`src/hw/rtl/aees_pkg.sv`:
```
// Shared types and constants of the alarm entry/exit state machine.
// Holds the item structs, event and request codes, and register indexes.
// No dependencies.
`default_nettype none

package aees_pkg;

  localparam int unsigned NUM_TGT_FIELDS = 3;
  localparam int unsigned TARGETS_DEF    = 3;

  localparam int unsigned CFG_IDX_W  = 3;
  localparam int unsigned CFG_DATA_W = 24;
  localparam int unsigned TIME_W     = 32;
  localparam int unsigned DLY_W      = 24;
  localparam int unsigned DIST_W     = 15;
  localparam int unsigned OPT_W      = 4;

  localparam logic [CFG_IDX_W-1:0] CFG_EXIT_DELAY   = 3'd0;
  localparam logic [CFG_IDX_W-1:0] CFG_ENTRY_DELAY  = 3'd1;
  localparam logic [CFG_IDX_W-1:0] CFG_TRIG_TIMEOUT = 3'd2;
  localparam logic [CFG_IDX_W-1:0] CFG_LOITER_THR   = 3'd3;
  localparam logic [CFG_IDX_W-1:0] CFG_NEAR_DIST    = 3'd4;
  localparam logic [CFG_IDX_W-1:0] CFG_OPTIONS      = 3'd5;

  localparam int unsigned OPT_AUTO_REARM = 0;
  localparam int unsigned OPT_LOITER_ALR = 1;
  localparam int unsigned OPT_REMINDER   = 2;
  localparam int unsigned OPT_SIREN      = 3;

  localparam logic [DLY_W-1:0]  EXIT_DELAY_RST   = 24'd30000;
  localparam logic [DLY_W-1:0]  ENTRY_DELAY_RST  = 24'd30000;
  localparam logic [DLY_W-1:0]  TRIG_TIMEOUT_RST = 24'd180000;
  localparam logic [DLY_W-1:0]  LOITER_THR_RST   = 24'd10000;
  localparam logic [DIST_W-1:0] NEAR_DIST_RST    = 15'd2000;
  localparam logic [OPT_W-1:0]  OPTIONS_RST      = 4'd8;

  localparam logic [TIME_W-1:0] REMINDER_MS = 32'd1800000;
  localparam logic [TIME_W-1:0] PRESENCE_MS = 32'd10000;

  localparam int unsigned OQ_DEPTH = 4;

  typedef enum logic [1:0] {
    REQ_TICK,
    REQ_ARM,
    REQ_DISARM,
    REQ_FRAME
  } req_e;

  typedef enum logic [3:0] {
    EV_NONE,
    EV_ARMING,
    EV_ARMED_NOW,
    EV_ARMED_DELAY,
    EV_DISARMED,
    EV_REJECTED,
    EV_ENTRY,
    EV_TRIGGERED,
    EV_SIL_REARM,
    EV_SIL_DISARM,
    EV_LOITER,
    EV_REMINDER
  } event_e;

  typedef struct packed {
    req_e               req_type;
    logic               immediate;
    logic               home_request;
    logic [1:0]         target_count;
    logic               t0_valid;
    logic signed [15:0] t0_y;
    logic               t1_valid;
    logic signed [15:0] t1_y;
    logic               t2_valid;
    logic signed [15:0] t2_y;
  } req_t;

  typedef struct packed {
    event_e     event_code;
    logic [2:0] panel_state;
    logic       home_active;
    logic       siren_on;
    logic       loiter_flag;
    logic       last_result;
  } rsp_t;

  typedef struct packed {
    logic push;
    logic two;
    rsp_t first;
    rsp_t second;
  } push_t;

endpackage

`default_nettype wire

```
`src/hw/rtl/aees_lane.sv`:
```
// One radar target lane: decides whether a target is valid and near.
// Depends on aees_pkg for the distance width.
`default_nettype none

module aees_lane (
  input  logic                       valid_i,
  input  logic signed [15:0]         y_i,
  input  logic [aees_pkg::DIST_W-1:0] near_dist_i,
  output logic                       near_o
);
  import aees_pkg::*;

  logic signed [15:0] limit;

  assign limit  = signed'({1'b0, near_dist_i});
  assign near_o = valid_i && (y_i > 16'sd0) && (y_i < limit);

endmodule

`default_nettype wire

```
`src/hw/rtl/aees_outq.sv`:
```
// Result queue: takes one or two items per cycle, hands out one if not stalled.
// Depends on aees_pkg for the result and push structs.
`default_nettype none

module aees_outq (
  input  logic           clk_i,
  input  logic           rst_ni,
  input  aees_pkg::push_t push_i,
  output logic           full_o,
  output logic           out_valid_o,
  input  logic           out_stall_i,
  output aees_pkg::rsp_t out_item_o
);
  import aees_pkg::*;

  localparam int unsigned PTR_W = $clog2(OQ_DEPTH);
  localparam int unsigned CNT_W = $clog2(OQ_DEPTH + 1);
  localparam logic [CNT_W-1:0] ROOM_LIMIT = CNT_W'(OQ_DEPTH - 2);

  rsp_t             mem_q [OQ_DEPTH];
  logic [PTR_W-1:0] wr_q, wr_d, rd_q, rd_d;
  logic [CNT_W-1:0] cnt_q, cnt_d;
  logic             pop;
  logic [CNT_W-1:0] npush;

  assign pop         = (cnt_q != '0) && !out_stall_i;
  assign out_valid_o = (cnt_q != '0);
  assign out_item_o  = mem_q[rd_q];
  assign full_o      = (cnt_q > ROOM_LIMIT);

  always_comb begin
    npush = '0;
    if (push_i.push) begin
      npush = push_i.two ? CNT_W'(2) : CNT_W'(1);
    end
    wr_d  = wr_q + PTR_W'(npush);
    rd_d  = rd_q + PTR_W'(pop);
    cnt_d = cnt_q + npush - CNT_W'(pop);
  end

  always_ff @(posedge clk_i or negedge rst_ni) begin
    if (!rst_ni) begin
      wr_q  <= '0;
      rd_q  <= '0;
      cnt_q <= '0;
    end else begin
      wr_q  <= wr_d;
      rd_q  <= rd_d;
      cnt_q <= cnt_d;
    end
  end

  always_ff @(posedge clk_i) begin
    if (push_i.push) begin
      mem_q[wr_q] <= push_i.first;
      if (push_i.two) begin
        mem_q[wr_q + PTR_W'(1)] <= push_i.second;
      end
    end
  end

  a_cnt_bound: assert property (@(posedge clk_i) disable iff (!rst_ni)
    cnt_q <= CNT_W'(OQ_DEPTH))
    else $error("result queue count beyond depth");

  a_push_room: assert property (@(posedge clk_i) disable iff (!rst_ni)
    push_i.push |-> (cnt_q <= ROOM_LIMIT))
    else $error("result pushed without room for two items");

endmodule

`default_nettype wire

```
`src/hw/rtl/aees_ctrl.sv`:
```
// Alarm state machine, timers and configuration registers. Merges the
// lane near flags and builds the one or two result items of each item.
// Depends on aees_pkg.
`default_nettype none

module aees_ctrl #(
  parameter int unsigned LANES = aees_pkg::TARGETS_DEF
) (
  input  logic                          clk_i,
  input  logic                          rst_ni,
  input  logic                          cfg_we_i,
  input  logic [aees_pkg::CFG_IDX_W-1:0]  cfg_idx_i,
  input  logic [aees_pkg::CFG_DATA_W-1:0] cfg_wdata_i,
  input  logic                          accept_i,
  input  aees_pkg::req_t                req_i,
  input  logic [LANES-1:0]              near_i,
  output logic [aees_pkg::DIST_W-1:0]   near_dist_o,
  output aees_pkg::push_t               push_o
);
  import aees_pkg::*;

  typedef enum logic [2:0] {
    ST_DISARMED,
    ST_ARMING,
    ST_ARMED,
    ST_PENDING,
    ST_TRIGGERED
  } mode_e;

  logic [DLY_W-1:0]  exit_dly_q, entry_dly_q, trig_to_q, loiter_thr_q;
  logic [DIST_W-1:0] near_dist_q;
  logic [OPT_W-1:0]  opt_q;

  mode_e             mode_q, mode_d;
  logic [TIME_W-1:0] time_q, time_d;
  logic [TIME_W-1:0] exit_start_q, exit_start_d, entry_start_q, entry_start_d;
  logic [TIME_W-1:0] trig_start_q, trig_start_d, loiter_start_q, loiter_start_d;
  logic [TIME_W-1:0] pres_start_q, pres_start_d, rem_last_q, rem_last_d;
  logic              home_q, home_d, siren_q, siren_d;
  logic              loiter_timing_q, loiter_timing_d, loitering_q, loitering_d;
  logic              pres_timing_q, pres_timing_d, pres_seen_q, pres_seen_d;

  logic [TIME_W-1:0] now;
  logic              close;
  event_e            ev_a, ev_b;
  rsp_t              status;

  assign now         = time_q + TIME_W'(req_i.req_type == REQ_TICK);
  assign close       = |near_i;
  assign near_dist_o = near_dist_q;

  always_comb begin
    logic [TIME_W-1:0] ls;
    mode_e             mid;
    mode_d          = mode_q;
    time_d          = time_q;
    exit_start_d    = exit_start_q;
    entry_start_d   = entry_start_q;
    trig_start_d    = trig_start_q;
    loiter_start_d  = loiter_start_q;
    pres_start_d    = pres_start_q;
    rem_last_d      = rem_last_q;
    home_d          = home_q;
    siren_d         = siren_q;
    loiter_timing_d = loiter_timing_q;
    loitering_d     = loitering_q;
    pres_timing_d   = pres_timing_q;
    pres_seen_d     = pres_seen_q;
    ev_a            = EV_NONE;
    ev_b            = EV_NONE;
    ls              = now;
    mid             = mode_q;
    if (accept_i) begin
      unique case (req_i.req_type)
        REQ_TICK: begin
          time_d = now;
          if (mode_q == ST_ARMING && (now - exit_start_q) >= TIME_W'(exit_dly_q)) begin
            mid  = ST_ARMED;
            ev_a = EV_ARMED_DELAY;
          end
          if (mode_q == ST_TRIGGERED && trig_to_q != '0 &&
              (now - trig_start_q) >= TIME_W'(trig_to_q)) begin
            siren_d = 1'b0;
            if (opt_q[OPT_AUTO_REARM]) begin
              mid  = ST_ARMED;
              ev_a = EV_SIL_REARM;
            end else begin
              mid  = ST_DISARMED;
              ev_a = EV_SIL_DISARM;
            end
          end
          if (mid == ST_DISARMED && opt_q[OPT_REMINDER] && pres_seen_q &&
              (now - rem_last_q) > REMINDER_MS) begin
            rem_last_d = now;
            ev_b       = EV_REMINDER;
          end
          mode_d = mid;
        end
        REQ_ARM: begin
          if (mode_q == ST_PENDING || mode_q == ST_TRIGGERED) begin
            ev_a = EV_REJECTED;
          end else begin
            home_d = req_i.home_request;
            if (req_i.immediate) begin
              mode_d = ST_ARMED;
              ev_a   = EV_ARMED_NOW;
            end else begin
              mode_d       = ST_ARMING;
              exit_start_d = now;
              ev_a         = EV_ARMING;
            end
            pres_seen_d   = 1'b0;
            pres_timing_d = 1'b0;
            pres_start_d  = '0;
            rem_last_d    = '0;
          end
        end
        REQ_DISARM: begin
          if (mode_q == ST_TRIGGERED) begin
            siren_d = 1'b0;
          end
          mode_d        = ST_DISARMED;
          home_d        = 1'b0;
          entry_start_d = '0;
          exit_start_d  = '0;
          pres_seen_d   = 1'b0;
          pres_timing_d = 1'b0;
          pres_start_d  = '0;
          rem_last_d    = '0;
          if (mode_q != ST_DISARMED) begin
            ev_a = EV_DISARMED;
          end
        end
        REQ_FRAME: begin
          if (close) begin
            ls              = loiter_timing_q ? loiter_start_q : now;
            loiter_start_d  = ls;
            loiter_timing_d = 1'b1;
            if ((now - ls) > TIME_W'(loiter_thr_q) && !loitering_q) begin
              loitering_d = 1'b1;
              if (opt_q[OPT_LOITER_ALR]) begin
                ev_a = EV_LOITER;
              end
            end
          end else begin
            loiter_timing_d = 1'b0;
            loitering_d     = 1'b0;
          end
          if (mode_q == ST_ARMED && req_i.target_count != '0 && !home_q) begin
            mode_d        = ST_PENDING;
            entry_start_d = now;
            ev_b          = EV_ENTRY;
          end else if (mode_q == ST_PENDING &&
                       (now - entry_start_q) >= TIME_W'(entry_dly_q)) begin
            mode_d       = ST_TRIGGERED;
            trig_start_d = now;
            ev_b         = EV_TRIGGERED;
            if (opt_q[OPT_SIREN]) begin
              siren_d = 1'b1;
            end
          end
          if (mode_q == ST_DISARMED && req_i.target_count != '0) begin
            if (!pres_timing_q) begin
              pres_start_d  = now;
              pres_timing_d = 1'b1;
            end else if ((now - pres_start_q) > PRESENCE_MS) begin
              pres_seen_d = 1'b1;
            end
          end else if (req_i.target_count == '0) begin
            pres_timing_d = 1'b0;
          end
        end
        default: begin
        end
      endcase
    end
  end

  always_comb begin
    status             = '0;
    status.panel_state = mode_d;
    status.home_active = home_d;
    status.siren_on    = siren_d;
    status.loiter_flag = loitering_d;
    status.last_result = 1'b1;
    push_o             = '0;
    push_o.push        = accept_i;
    push_o.first       = status;
    push_o.second      = status;
    if (ev_a != EV_NONE) begin
      push_o.first.event_code  = ev_a;
      push_o.second.event_code = ev_b;
      push_o.two               = (ev_b != EV_NONE);
      push_o.first.last_result = (ev_b == EV_NONE);
    end else begin
      push_o.first.event_code  = ev_b;
      push_o.second.event_code = EV_NONE;
    end
  end

  always_ff @(posedge clk_i or negedge rst_ni) begin
    if (!rst_ni) begin
      exit_dly_q      <= EXIT_DELAY_RST;
      entry_dly_q     <= ENTRY_DELAY_RST;
      trig_to_q       <= TRIG_TIMEOUT_RST;
      loiter_thr_q    <= LOITER_THR_RST;
      near_dist_q     <= NEAR_DIST_RST;
      opt_q           <= OPTIONS_RST;
      mode_q          <= ST_DISARMED;
      time_q          <= '0;
      exit_start_q    <= '0;
      entry_start_q   <= '0;
      trig_start_q    <= '0;
      loiter_start_q  <= '0;
      pres_start_q    <= '0;
      rem_last_q      <= '0;
      home_q          <= 1'b0;
      siren_q         <= 1'b0;
      loiter_timing_q <= 1'b0;
      loitering_q     <= 1'b0;
      pres_timing_q   <= 1'b0;
      pres_seen_q     <= 1'b0;
    end else begin
      if (cfg_we_i) begin
        unique case (cfg_idx_i)
          CFG_EXIT_DELAY:   exit_dly_q   <= cfg_wdata_i;
          CFG_ENTRY_DELAY:  entry_dly_q  <= cfg_wdata_i;
          CFG_TRIG_TIMEOUT: trig_to_q    <= cfg_wdata_i;
          CFG_LOITER_THR:   loiter_thr_q <= cfg_wdata_i;
          CFG_NEAR_DIST:    near_dist_q  <= cfg_wdata_i[DIST_W-1:0];
          CFG_OPTIONS:      opt_q        <= cfg_wdata_i[OPT_W-1:0];
          default: begin
          end
        endcase
      end
      mode_q          <= mode_d;
      time_q          <= time_d;
      exit_start_q    <= exit_start_d;
      entry_start_q   <= entry_start_d;
      trig_start_q    <= trig_start_d;
      loiter_start_q  <= loiter_start_d;
      pres_start_q    <= pres_start_d;
      rem_last_q      <= rem_last_d;
      home_q          <= home_d;
      siren_q         <= siren_d;
      loiter_timing_q <= loiter_timing_d;
      loitering_q     <= loitering_d;
      pres_timing_q   <= pres_timing_d;
      pres_seen_q     <= pres_seen_d;
    end
  end

  a_siren_trig: assert property (@(posedge clk_i) disable iff (!rst_ni)
    siren_q |-> (mode_q == ST_TRIGGERED))
    else $error("siren on outside the triggered state");

  a_loiter_timing: assert property (@(posedge clk_i) disable iff (!rst_ni)
    loitering_q |-> loiter_timing_q)
    else $error("loitering flagged without a running loiter timer");

endmodule

`default_nettype wire

```
`src/hw/rtl/alarm_entry_exit_state_machine_core.sv`:
```
// Alarm panel with entry and exit delays: usage summary.
// Input channel (in_valid_i, in_stall_o, in_item_i) carries ticks, arm and
// disarm commands and radar frames; each item yields one or two result
// items on the output channel (out_valid_o, out_stall_i, out_item_o),
// with last_result set on the final one.
// An accepted item settles the near-target lanes, state machine and timers
// in the same cycle and writes its results to a four-entry result queue.
// The first result is offered in the next cycle if the queue was empty.
// With single-result items and no output stall the block takes one item
// every cycle. in_stall_o rises when the queue has room for fewer than two
// results, so a stalling receiver holds results in the queue and then
// stalls the input. Configuration registers are written through cfg_we_i,
// cfg_idx_i and cfg_wdata_i; the user must do so only while the block is
// idle (not enforced by the block). Reset loads the register defaults, puts
// the panel in the disarmed state with all timers cleared, and empties the
// queue. Depends on aees_pkg, aees_lane, aees_ctrl and aees_outq.
`default_nettype none

module alarm_entry_exit_state_machine_core #(
  parameter int unsigned TARGETS = aees_pkg::TARGETS_DEF
) (
  input  logic                          clk_i,
  input  logic                          rst_ni,
  input  logic                          cfg_we_i,
  input  logic [aees_pkg::CFG_IDX_W-1:0]  cfg_idx_i,
  input  logic [aees_pkg::CFG_DATA_W-1:0] cfg_wdata_i,
  input  logic                          in_valid_i,
  output logic                          in_stall_o,
  input  aees_pkg::req_t                in_item_i,
  output logic                          out_valid_o,
  input  logic                          out_stall_i,
  output aees_pkg::rsp_t                out_item_o
);
  import aees_pkg::*;

  localparam int unsigned LANES = (TARGETS < NUM_TGT_FIELDS) ? TARGETS : NUM_TGT_FIELDS;

  logic               tgt_valid [NUM_TGT_FIELDS];
  logic signed [15:0] tgt_y     [NUM_TGT_FIELDS];
  logic [LANES-1:0]   near;
  logic [DIST_W-1:0]  near_dist;
  logic               accept;
  logic               full;
  push_t              push;

  assign tgt_valid[0] = in_item_i.t0_valid;
  assign tgt_valid[1] = in_item_i.t1_valid;
  assign tgt_valid[2] = in_item_i.t2_valid;
  assign tgt_y[0]     = in_item_i.t0_y;
  assign tgt_y[1]     = in_item_i.t1_y;
  assign tgt_y[2]     = in_item_i.t2_y;

  assign in_stall_o = full;
  assign accept     = in_valid_i && !full;

  for (genvar i = 0; i < LANES; i++) begin : g_lane
    aees_lane u_lane (
      .valid_i     (tgt_valid[i]),
      .y_i         (tgt_y[i]),
      .near_dist_i (near_dist),
      .near_o      (near[i])
    );
  end

  aees_ctrl #(
    .LANES (LANES)
  ) u_ctrl (
    .clk_i       (clk_i),
    .rst_ni      (rst_ni),
    .cfg_we_i    (cfg_we_i),
    .cfg_idx_i   (cfg_idx_i),
    .cfg_wdata_i (cfg_wdata_i),
    .accept_i    (accept),
    .req_i       (in_item_i),
    .near_i      (near),
    .near_dist_o (near_dist),
    .push_o      (push)
  );

  aees_outq u_outq (
    .clk_i       (clk_i),
    .rst_ni      (rst_ni),
    .push_i      (push),
    .full_o      (full),
    .out_valid_o (out_valid_o),
    .out_stall_i (out_stall_i),
    .out_item_o  (out_item_o)
  );

endmodule

`default_nettype wire

```
`config.mk`:
```
export PLATFORM = sky130hd
export DESIGN_NAME = alarm_entry_exit_state_machine_core
export DESIGN_NICKNAME = d
export VERILOG_FILES = /design/src/hw/rtl/aees_pkg.sv /design/src/hw/rtl/aees_lane.sv /design/src/hw/rtl/aees_outq.sv /design/src/hw/rtl/aees_ctrl.sv /design/src/hw/rtl/alarm_entry_exit_state_machine_core.sv
export SDC_FILE = /design/constraint.sdc
export NUM_CORES = 1
export LEC_CHECK = 0
export ABC_AREA = 1
export BUFFER_PORTS_ARGS = -buffer_cell sky130_fd_sc_hd__buf_2
export CELL_PAD_IN_SITES_DETAIL_PLACEMENT = 1
export CELL_PAD_IN_SITES_GLOBAL_PLACEMENT = 1
export CORE_MARGIN = 5
export CORE_UTILIZATION = 43
export CTS_BUF_LIST = sky130_fd_sc_hd__clkbuf_8
export DETAILED_ROUTE_END_ITERATION = 12
export GPL_TIMING_DRIVEN = 0
export MAX_ROUTING_LAYER = met4
export PLACE_DENSITY_LB_ADDON = 0.1
export RECOVER_POWER = 50
export SYNTH_ARGS = -nofsm -noshare
export SYNTH_HDL_FRONTEND = slang
export SYNTH_SLANG_ARGS = --single-unit
export TNS_END_PERCENT = 20
```
`constraint.sdc`:
```
create_clock -name clk_i -period 12.4 [get_ports clk_i]
set_clock_uncertainty 0.1 [all_clocks]
set_input_delay 2.48 -clock clk_i [delete_from_list [all_inputs] [get_ports clk_i]]
set_output_delay 2.48 -clock clk_i [all_outputs]
set_load 0.01 [all_outputs]
```
# Yosys cells after proc, flatten, opt, wreduce, memory -nomap -nowiden
# Memories as Yosys holds them, arrays and structs flattened.
# Cells that the tools add are included.
# totals
ff_bits	355
n_memories	1
mem_bits_rw	44
mem_bits_ro	0
latch_bits	0
# classes
n_bitwise	1
add_sub_neg	12
n_reduce_logical	57
n_lt_le_gt_ge	13
n_mux	73
n_eq_ne	21
multipliers	0
shifts	0
div_mod_pow	0
# mem_list
memory	words	width	read_ports	rd_clocked_by_memory_dff	wr	line	rtl
u_outq.mem_q	4	11	1	0	2	aees_outq.sv:20	rsp_t mem_q [OQ_DEPTH];
# ops
cell	count
32-bit 2-to-1 mux	8
32-bit case mux with 3 select lines	2
32-bit subtractor	6
32-bit case mux with 2 select lines	2
32-bit by 24-bit >= comparator with 1-bit output	3
16-bit by 1-bit > comparator with 1-bit output, second input constant	3
16-bit less-than comparator	3
4-bit 2-to-1 mux	11
3-bit 2-to-1 mux	11
32-bit by 1-bit adder with 32-bit output	1
32-bit by 14-bit > comparator with 1-bit output, second input constant	1
32-bit by 21-bit > comparator with 1-bit output, second input constant	1
32-bit by 24-bit > comparator with 1-bit output	1
1-bit 2-to-1 mux	27
24-bit nonzero test	1
1-bit logical AND	19
4-bit case mux with 4 select lines	1
2-bit AND reduction	8
4-bit AND reduction	4
3-bit by 2-bit equality test with 1-bit output, second input constant	4
3-bit case mux with 4 select lines	1
3-bit nonzero test	4
2-bit 2-to-1 mux	5
3-bit equality test, second input constant	3
27 further kinds	47

# Longest topological paths before layout
# Gate-level depths: netlist of the first run.
# logic_depth
ltp_word	22
depth_mapped	52
depth_no_buf	50

# Cells and area by module
# A second synthesis of the first run with hierarchy kept.
# unflattened
cells_unflattened	4915
area_unflattened_um2	33599.7
# modules_own_cells
mod	cells_each	seq_area_each_um2	instances	area_each_um2
aees_ctrl	4397	8752.1	1	29396.9
aees_outq	288	1496.4	1	2826.5
aees_lane	76	0.0	3	455.4
alarm_entry_exit_state_machine_core	2	0.0	1	10.0

# Worst setup path after synthesis of the first run
# No wires, ideal clock.
# synth_path
kind	input port to flip-flop
start	in in_item_i[55] (netlist bit)
end	reg u_outq.cnt_q[2]
arrival_ns	8.515
stages	50
setup_slack_ns	3.656
required_ns	12.171
setup_ns	0.129
path_buffers	1
path_cell_list	inv_1 -> ha_1 -> ha_1 -> nand2_1 -> inv_1 -> nor2_1 -> inv_1 -> nand2_1 -> o21ai_0 -> ha_1 -> nand3b_1 -> nand2_1 -> inv_1 -> o21ai_0 -> nand2_1 -> nand2_1 -> nand2_1 -> nand2_1 -> [14 not listed] -> nand2_1 -> nor2_1 -> nand2_1 -> nor2_1 -> nand2_1 -> nand2_1 -> nand2_1 -> nand2_2 -> nand2_1 -> nor2_4 -> a21oi_2 -> buf_6 -> nor2_1 -> ha_1 -> inv_1 -> fa_1 -> xnor2_1 -> xor2_1
# synth_between
elab_chain_len	22
# synth_rtl
item	line	rtl
start, declared	alarm_entry_exit_state_machine_core.sv:29	input aees_pkg::req_t in_item_i,
2-bit logical NOT (*)	aees_ctrl.sv:48	assign now = time_q + TIME_W'(req_i.req_type == REQ_TICK);
32-bit by 1-bit adder with 32-bit output (*)	aees_ctrl.sv:48	
net u_ctrl.now[1]	aees_ctrl.sv:43	logic [TIME_W-1:0] now;
32-bit subtractor	aees_ctrl.sv:77	if (mode_q == ST_ARMING && (now - exit_start_q) >= TIME_W'(exit_dly_q)) begin
32-bit by 24-bit >= comparator with 1-bit output	aees_ctrl.sv:77	
1-bit logical AND	aees_ctrl.sv:77	
3-bit 2-to-1 mux	aees_ctrl.sv:77	
3-bit 2-to-1 mux	aees_ctrl.sv:81	if (mode_q == ST_TRIGGERED && trig_to_q != '0 &&
[8 not listed]	--	
4-bit 2-to-1 mux	aees_ctrl.sv:73	if (accept_i) begin
4-bit nonzero test	aees_ctrl.sv:193	push_o.two = (ev_b != EV_NONE);
1-bit 2-to-1 mux (*)	aees_ctrl.sv:190	if (ev_a != EV_NONE) begin
2-bit 2-to-1 mux (*)	aees_outq.sv:34	npush = push_i.two ? CNT_W'(2) : CNT_W'(1);
3-bit 2-to-1 mux (*)	aees_outq.sv:33	if (push_i.push) begin
3-bit adder (*)	aees_outq.sv:38	cnt_d = cnt_q + npush - CNT_W'(pop);
3-bit by 1-bit subtractor with 3-bit output (*)	aees_outq.sv:38	
net u_outq.cnt_d[2]	aees_outq.sv:22	logic [CNT_W-1:0] cnt_q, cnt_d;
end signal, assigned	aees_outq.sv:49	cnt_q <= cnt_d;
end, declared	aees_outq.sv:22	
# Mark *: on every way through the listed nets, which the timed path passes. The rest lies on a longest branch. The select of a mux whose other input is x is not followed.
# A chain may end at the register's enable or synchronous reset.

# Worst setup path in the final report of the first run
# Ends and elaborated chain as after synthesis.

==> flow_summary.json, run 1 <==
{
  "status": "finished with violations",
  "violations": "capacitance limit, slew limit",
  "clock-sinks": 399,
  "finalSetupViolCount": 0,
  "portBuffers": 101,
  "critical_path_depth": 45,
  "cts-root-buf": "clkbuf_8",
  "synth_nets": 5122,
  "cp.required_ps": 12850,
  "async_flop_share_pct": 89.0,
  "rsz0062_at_grt": "no",
  "drt_iter0_drc": 2425,
  "multiInputGateArea_sq_um": 19600,
  "min-delay-start": "u_ctrl.near_dist_o[5]$_DFFE_PN0P_",
  "layout_commonest_cell": "nand2_1",
  "maxSlewHeadroom_pct": -251,
  "die_y_um": 287,
  "cts_buffers": 80,
  "post_drt_wl_per_cell_um": 21.7,
  "synth_edf_count": 40,
  "grt_pass1_wl_um": 197000,
  "min_to": "u_ctrl.near_dist_o[5]$_DFFE_PN0P_",
  "max_cap_viol_count": 3,
  "post-route-period-util_pct": 87.9,
  "critPathCaptureType": "flop",
  "use_met2_pct": 47.4,
  "cts_buffer_depth": 3,
  "gp_congestion": 1.00,
  "route.final.wire_length_um": 130000,
  "synth-main-ff-cell": "dfrtp_1",
  "final.fill_count": 9939,
  "post_cts_buffers": 0,
  "ys_seq_elements": 399,
  "cpPeakStageDelay_ps": 660,
  "p_leak_uw": 0.0191,
  "syn-instance-count": 4707,
  "vdd_drop_max_v": 0.000114,
  "viasPerCell": 5.54,
  "worst_slack_ps": 1490,
  "r2r_end": "u_outq.cnt_q[2]$_DFF_PN0_",
  "ff_latch_area_sq_um": 10200,
  "cts_max_level": 3,
  "drc_errors": 0,
  "path_clk_slew_ps": 60,
  "io_pins": 102,
  "grt_max_degree": 113,
  "dr_total_vias": 33241,
  "layout-drive-gt1-share_pct": 8.39,
  "ys_warn_count": 0,
  "yosysSeqAreaShare_pct": 31.0,
  "antenna_found_initial": 13,
  "fp.dieW_um": 287,
  "path_buf_inv": 9,
  "startpoint_type": "input pin",
  "cts_tree": "built",
  "synth_area_per_cell_sq_um": 6.99,
  "crit_type": "in2reg",
  "synth_area_sq_um": 32900,
  "top_usage_layer": "met2",
  "reg2reg_depth": 42,
  "grt_use_met1_pct": 45.1,
  "r2r_slack_ps": 3590,
  "min-delay-path-class": "reg2reg",
  "first_pass_iters": 5,
  "clock.fmax_ghz": 0.0917,
  "fin_tns_setup_ps": 0,
  "final_nets": 5313,
  "critPathTopFamily": "simple AND/OR/NAND/NOR gates",
  "critical_path.max_fanout": 10,
  "pre_cts_ws_ps": 994,
  "dieArea_sq_um": 82200,
  "start_util_pct": 43.3,
  "timing.hold.ws_ps": 382,
  "min_path_cells": 2,
  "drv_slew": 180,
  "core_sq_um": 75900,
  "timing.final.crit_period_ps": 10910,
  "row_count": 101,
  "yosys.cell_types.count": 65,
  "cts_hold_buf": 0,
  "hold_violations": 0,
  "met3_usage_pct": 3.94,
  "globalRoute.totalOverflow": 0,
  "worstMarginPinSlew_ps": 5270,
  "cts_resized": 0,
  "power_density_nw_per_um2": 233,
  "dp_hpwl_um": 103000,
  "groute.usage.overall_pct": 31.9,
  "cp_slowest_cell": "inv_1",
  "ant_nets": 0,
  "cp.arrival_ps": 11350,
  "insertion_delay_ps": 700,
  "rr_startpoint": "u_ctrl.time_q[0]$_DFFE_PN0P_",
  "mostFrequentLayoutCells": "1209 x nand2_1, 730 x inv_1, 453 x o21ai_0, 358 x nor2_1, 320 x dfrtp_1",
  "first_global_vias": 33963,
  "syn_to_final_growth_pct": 11.2
}
[where the power goes]
part           leakage (uW)  internal [uW]  switching [uW]
clock network      0.000953            814             656
logic                0.0131           1840            3540
registers           0.00507           1540             123
total                0.0191           4190            4320
[state kept, by name (all words and copies together) (netlist names), 4 cells and up]
signal                 flops
u_ctrl.exit_dly_q         24
u_ctrl.entry_dly_q        24
u_ctrl.rem_last_q         32
u_ctrl.pres_start_q       32
u_ctrl.loiter_thr_q       24
u_ctrl.exit_start_q       32
u_ctrl.trig_start_q       32
u_ctrl.loiter_start_q     32
u_ctrl.opt_q               4
u_outq.mem_q              44
u_ctrl.trig_to_q          24
u_ctrl.near_dist_o        15
u_ctrl.entry_start_q      32
u_ctrl.time_q             32
[cell type report]
class | count | share of cell area [%]
Clock inverter | 46 | 0.978
Sequential cell | 399 | 27.9
Tap cell | 1030 | 3.52
Inverter | 719 | 7.38
Timing Repair Buffer | 109 | 1.77
Clock buffer | 99 | 3.72
Buffer | 99 | 1.24
Antenna cell | 5 | 0.0342
Multi-Input combinational cell | 3490 | 53.5
[logic make-up after synthesis]
| family | share of synthesized area (%) |
|---|---|
| AOI/OAI and AO/OA | 15.7 |
| xor gates and xnor gates | 3.91 |
| adders and majority gates | 12.6 |
| buffers and inverters | 9.58 |
| DFF | 31.0 |
| and+or+nand+nor | 27.2 |
[worst min-delay path, stage by stage (launching register included)]
cell and delay (ps):
dfrtp_1 340, nand2_1 50, o21ai_0 60
[worst max path at each step]
stage,start,to,slack [ps]
2_1_floorplan,in_item_i[55],u_outq.cnt_q[2]$_DFF_PN0_,3660
3_3_place_gp,in_item_i[55],u_outq.cnt_q[2]$_DFF_PN0_,-50
6_report,in_item_i[55],u_outq.cnt_q[2]$_DFF_PN0_,1490
4_1_cts,in_item_i[55],u_outq.cnt_q[2]$_DFF_PN0_,1680
3_5_place_dp,in_item_i[55],u_outq.cnt_q[2]$_DFF_PN0_,990
5_1_grt,rst_ni,u_ctrl.loiter_thr_q[22]$_DFFE_PN0P_,540
[routing by layer]
layer  wire, um  vias to the layer above
li1           -                    15871
met1      61300                    16332
met2      55400                      835
met3       7890                      203
met4       5210                        0
met5          0                        -
[cells in the mapped netlist (all sizes together), types with 50 or more instances]
cell,instances,area share [%]
a21oi,279,4.3
clkbuf,79,0.90
dfrtp,320,24
ha,319,12
inv,716,8.2
nand2,1253,15
nand3,238,3.8
nand4,97,1.9
nor2,375,4.5
nor3,61,0.93
o21ai,505,8.1
xnor2,50,1.3
xor2,97,2.6
[through the flow]
step | utilization [%] | instances | cell area (sq um) | total power [uW]
2_1_floorplan | - | 4707 | 32900 | 5380
3_3_place_gp | 45.7 | 5838 | 34700 | 6800
3_5_place_dp | 46.0 | 5846 | 34900 | 7010
4_1_cts | 48.2 | 5991 | 36600 | 8520
5_1_grt | 48.2 | 5994 | 36600 | 9270
6_report | 48.2 | 5996 | 36600 | 8520
No activity file was read; power rests on OpenSTA's default activity.
==> run 2: changes to the inputs <==
CELL_PAD_IN_SITES_GLOBAL_PLACEMENT = 2   (was 1)
CORE_UTILIZATION = 41   (was 43)
==> run 2 against run 1 <==
The flow still finishes with violations (capacitance limit, slew limit). Worst setup slack better by 130 ps. Global-route usage is 1.9 points lower. First-iteration DRC count is 25% lower. Hold slack hardly changed. Sequential power hardly changed. Sequential cell count stayed put. Maximum frequency is 1.2% higher. Non-clock buffer count stayed put. Highest routed layer unchanged. Cell count is 0.25% higher. Clock-buffer cell count is 20 lower.
==> flow_summary.json, run 2 (same netlist as run 1, synthesis figures left out) <==
{
  "status": "finished with violations",
  "violations": "capacitance limit, slew limit",
  "finalSetupViolCount": 0,
  "grt_max_degree": 118,
  "first_global_vias": 33303,
  "worstMarginPinSlew_ps": 5980,
  "hold_violations": 0,
  "final_nets": 5308,
  "seqPwrFrac_pct": 20.0,
  "final.fill_count": 10387,
  "dp_hpwl_um": 102000,
  "p_sw_share_pct": 49.9,
  "drt_iter0_drc": 1823,
  "startpoint_type": "input pin",
  "rsz0062_at_grt": "no",
  "layout_commonest_cell": "nand2_1",
  "critPathCaptureType": "flop",
  "internal_power_uw": 4170,
  "core_sq_um": 79300,
  "min_path_cells": 2,
  "timing.final.crit_period_ps": 10780,
  "io_pins": 102,
  "cpPeakStageDelay_ps": 870,
  "largest_register_ffs": 44,
  "worst_slack_ps": 1620,
  "groute.usage.overall_pct": 30.0,
  "dp_cells": 5866,
  "crit_top_cell": "nand2_1",
  "antenna_found_initial": 21,
  "clock-sinks": 399,
  "crit_type": "in2reg",
  "fin_cells": 6011,
  "layout-drive-gt1-share_pct": 8.15,
  "die_y_um": 293,
  "fin_tns_setup_ps": 0,
  "critical_path.max_fanout": 10,
  "cts_buffer_depth": 3,
  "post_drt_wl_per_cell_um": 21.3,
  "maxSlewHeadroom_pct": -298,
  "post_cts_buffers": 0,
  "ff_latch_area_sq_um": 10200,
  "combPwrFrac_pct": 62.8,
  "cp_slowest_cell": "inv_1",
  "path_clk_slew_ps": 50,
  "ant_nets": 0,
  "viasPerCell": 5.45,
  "multiInputGateArea_sq_um": 19600,
  "fp.dieW_um": 293,
  "cts_buffers": 75,
  "clock_power_share_pct": 17.2,
  "globalRoute.totalOverflow": 0,
  "vdd_drop_max_v": 0.000138,
  "cp.arrival_ps": 11300,
  "portBuffers": 101,
  "power_density_nw_per_um2": 228,
  "grt_pass1_wl_um": 194000,
  "max_cap_viol_count": 3,
  "utilization_pct": 46.1,
  "insertion_delay_ps": 710,
  "mostFrequentLayoutCells": "1207 x nand2_1, 738 x inv_1, 453 x o21ai_0, 358 x nor2_1, 320 x dfrtp_1",
  "row_count": 103,
  "p_leak_uw": 0.0191,
  "gp_congestion": 0.939,
  "top_register": "u_outq.mem_q",
  "first_pass_iters": 5,
  "clock.fmax_ghz": 0.0928,
  "min-delay-path-class": "reg2reg",
  "cts_tree": "built",
  "reg2reg_depth": 37,
  "cts_resized": 0,
  "cts_max_level": 3,
  "pre_cts_ws_ps": 1090,
  "drc_errors": 0,
  "drv_slew": 166,
  "syn_to_final_growth_pct": 11.1,
  "p_sw_uw": 4150,
  "cp.required_ps": 12920,
  "route.final.wire_length_um": 128000,
  "post-route-period-util_pct": 86.9,
  "dieArea_sq_um": 86000,
  "cts-root-buf": "clkbuf_8",
  "start_util_pct": 41.5,
  "dr_total_vias": 32768,
  "cts_hold_buf": 0
}
[run 2: cell count changes in the layout (fill, tap and decap cells not counted), moves of 3 or more]
cell / delta
inv_1: +8
clkbuf_8: -20
clkinvlp_4: -3
clkinv_1: +4
buf_2: +3
bufinv_16: +5
[run 2: worst max-delay path, delay by kind of cell]
family,cells,cell delay [ps]
adders and majority gates,7,2410
xor gates and xnor gates,3,600
and+or+nand+nor,17,2310
AOI/OAI and AO/OA,8,2170
buffers and inverters,5,1310
[run 2: layout make-up]
cell class | instances | area share, %
well taps | 1050 | 3.59
diodes | 5 | 0.0342
clock inverters | 61 | 1.50
plain buffers | 99 | 1.24
flip-flops and latches | 399 | 27.9
multi-input cells | 3490 | 53.5
inverters | 719 | 7.38
clock buffers | 79 | 2.97
repair buffers | 109 | 1.81
[run 2: through the flow]
| step | total power, uW | cell area, sq um | hold WS (ps) |
|---|---|---|---|
| final | 8320 | 36600 | 382 |
| after CTS | 8360 | 36600 | 381 |
| after detailed placement | 6880 | 34900 | 368 |
| after global routing | 9120 | 36600 | 402 |
| after global placement | 6730 | 34700 | 360 |
| after floorplan | 5380 | 32900 | 337 |
[run 2: layer usage]
metal | up-vias | track usage, % | wire [um]
met2 | 711 | 46.9 | 58000
met5 | - | - | 0
met3 | 252 | 4.92 | 7050
met4 | 0 | 11.5 | 5590
li1 | 15848 | - | -
met1 | 15957 | 39.4 | 57600
[run 2: worst paths after layout]
check	startpoint	to	slack [ps]
worst min-delay path	u_ctrl.loiter_start_q[27]$_DFFE_PN0P_	u_ctrl.loiter_start_q[27]$_DFFE_PN0P_	380
min in group asynchronous	rst_ni	u_ctrl.near_dist_o[1]$_DFFE_PN0P_	2640
max in group asynchronous	rst_ni	u_ctrl.rem_last_q[2]$_DFFE_PN0P_	2610
worst max register to register	u_ctrl.time_q[0]$_DFFE_PN0P_	u_outq.cnt_q[2]$_DFF_PN0_	3530
worst max-delay path	in_item_i[55]	u_outq.cnt_q[2]$_DFF_PN0_	1620
worst min register to register	u_ctrl.loiter_start_q[27]$_DFFE_PN0P_	u_ctrl.loiter_start_q[27]$_DFFE_PN0P_	380
[run 2: power by group through the flow]
stage | logic [uW] | clock network, uW | registers (uW)
4_1_cts | 5240 | 1460 | 1660
5_1_grt | 5910 | 1520 | 1680
3_5_place_dp | 5200 | 0 | 1680
2_1_floorplan | 3740 | 0 | 1640
6_report | 5220 | 1430 | 1660
3_3_place_gp | 5050 | 0 | 1680
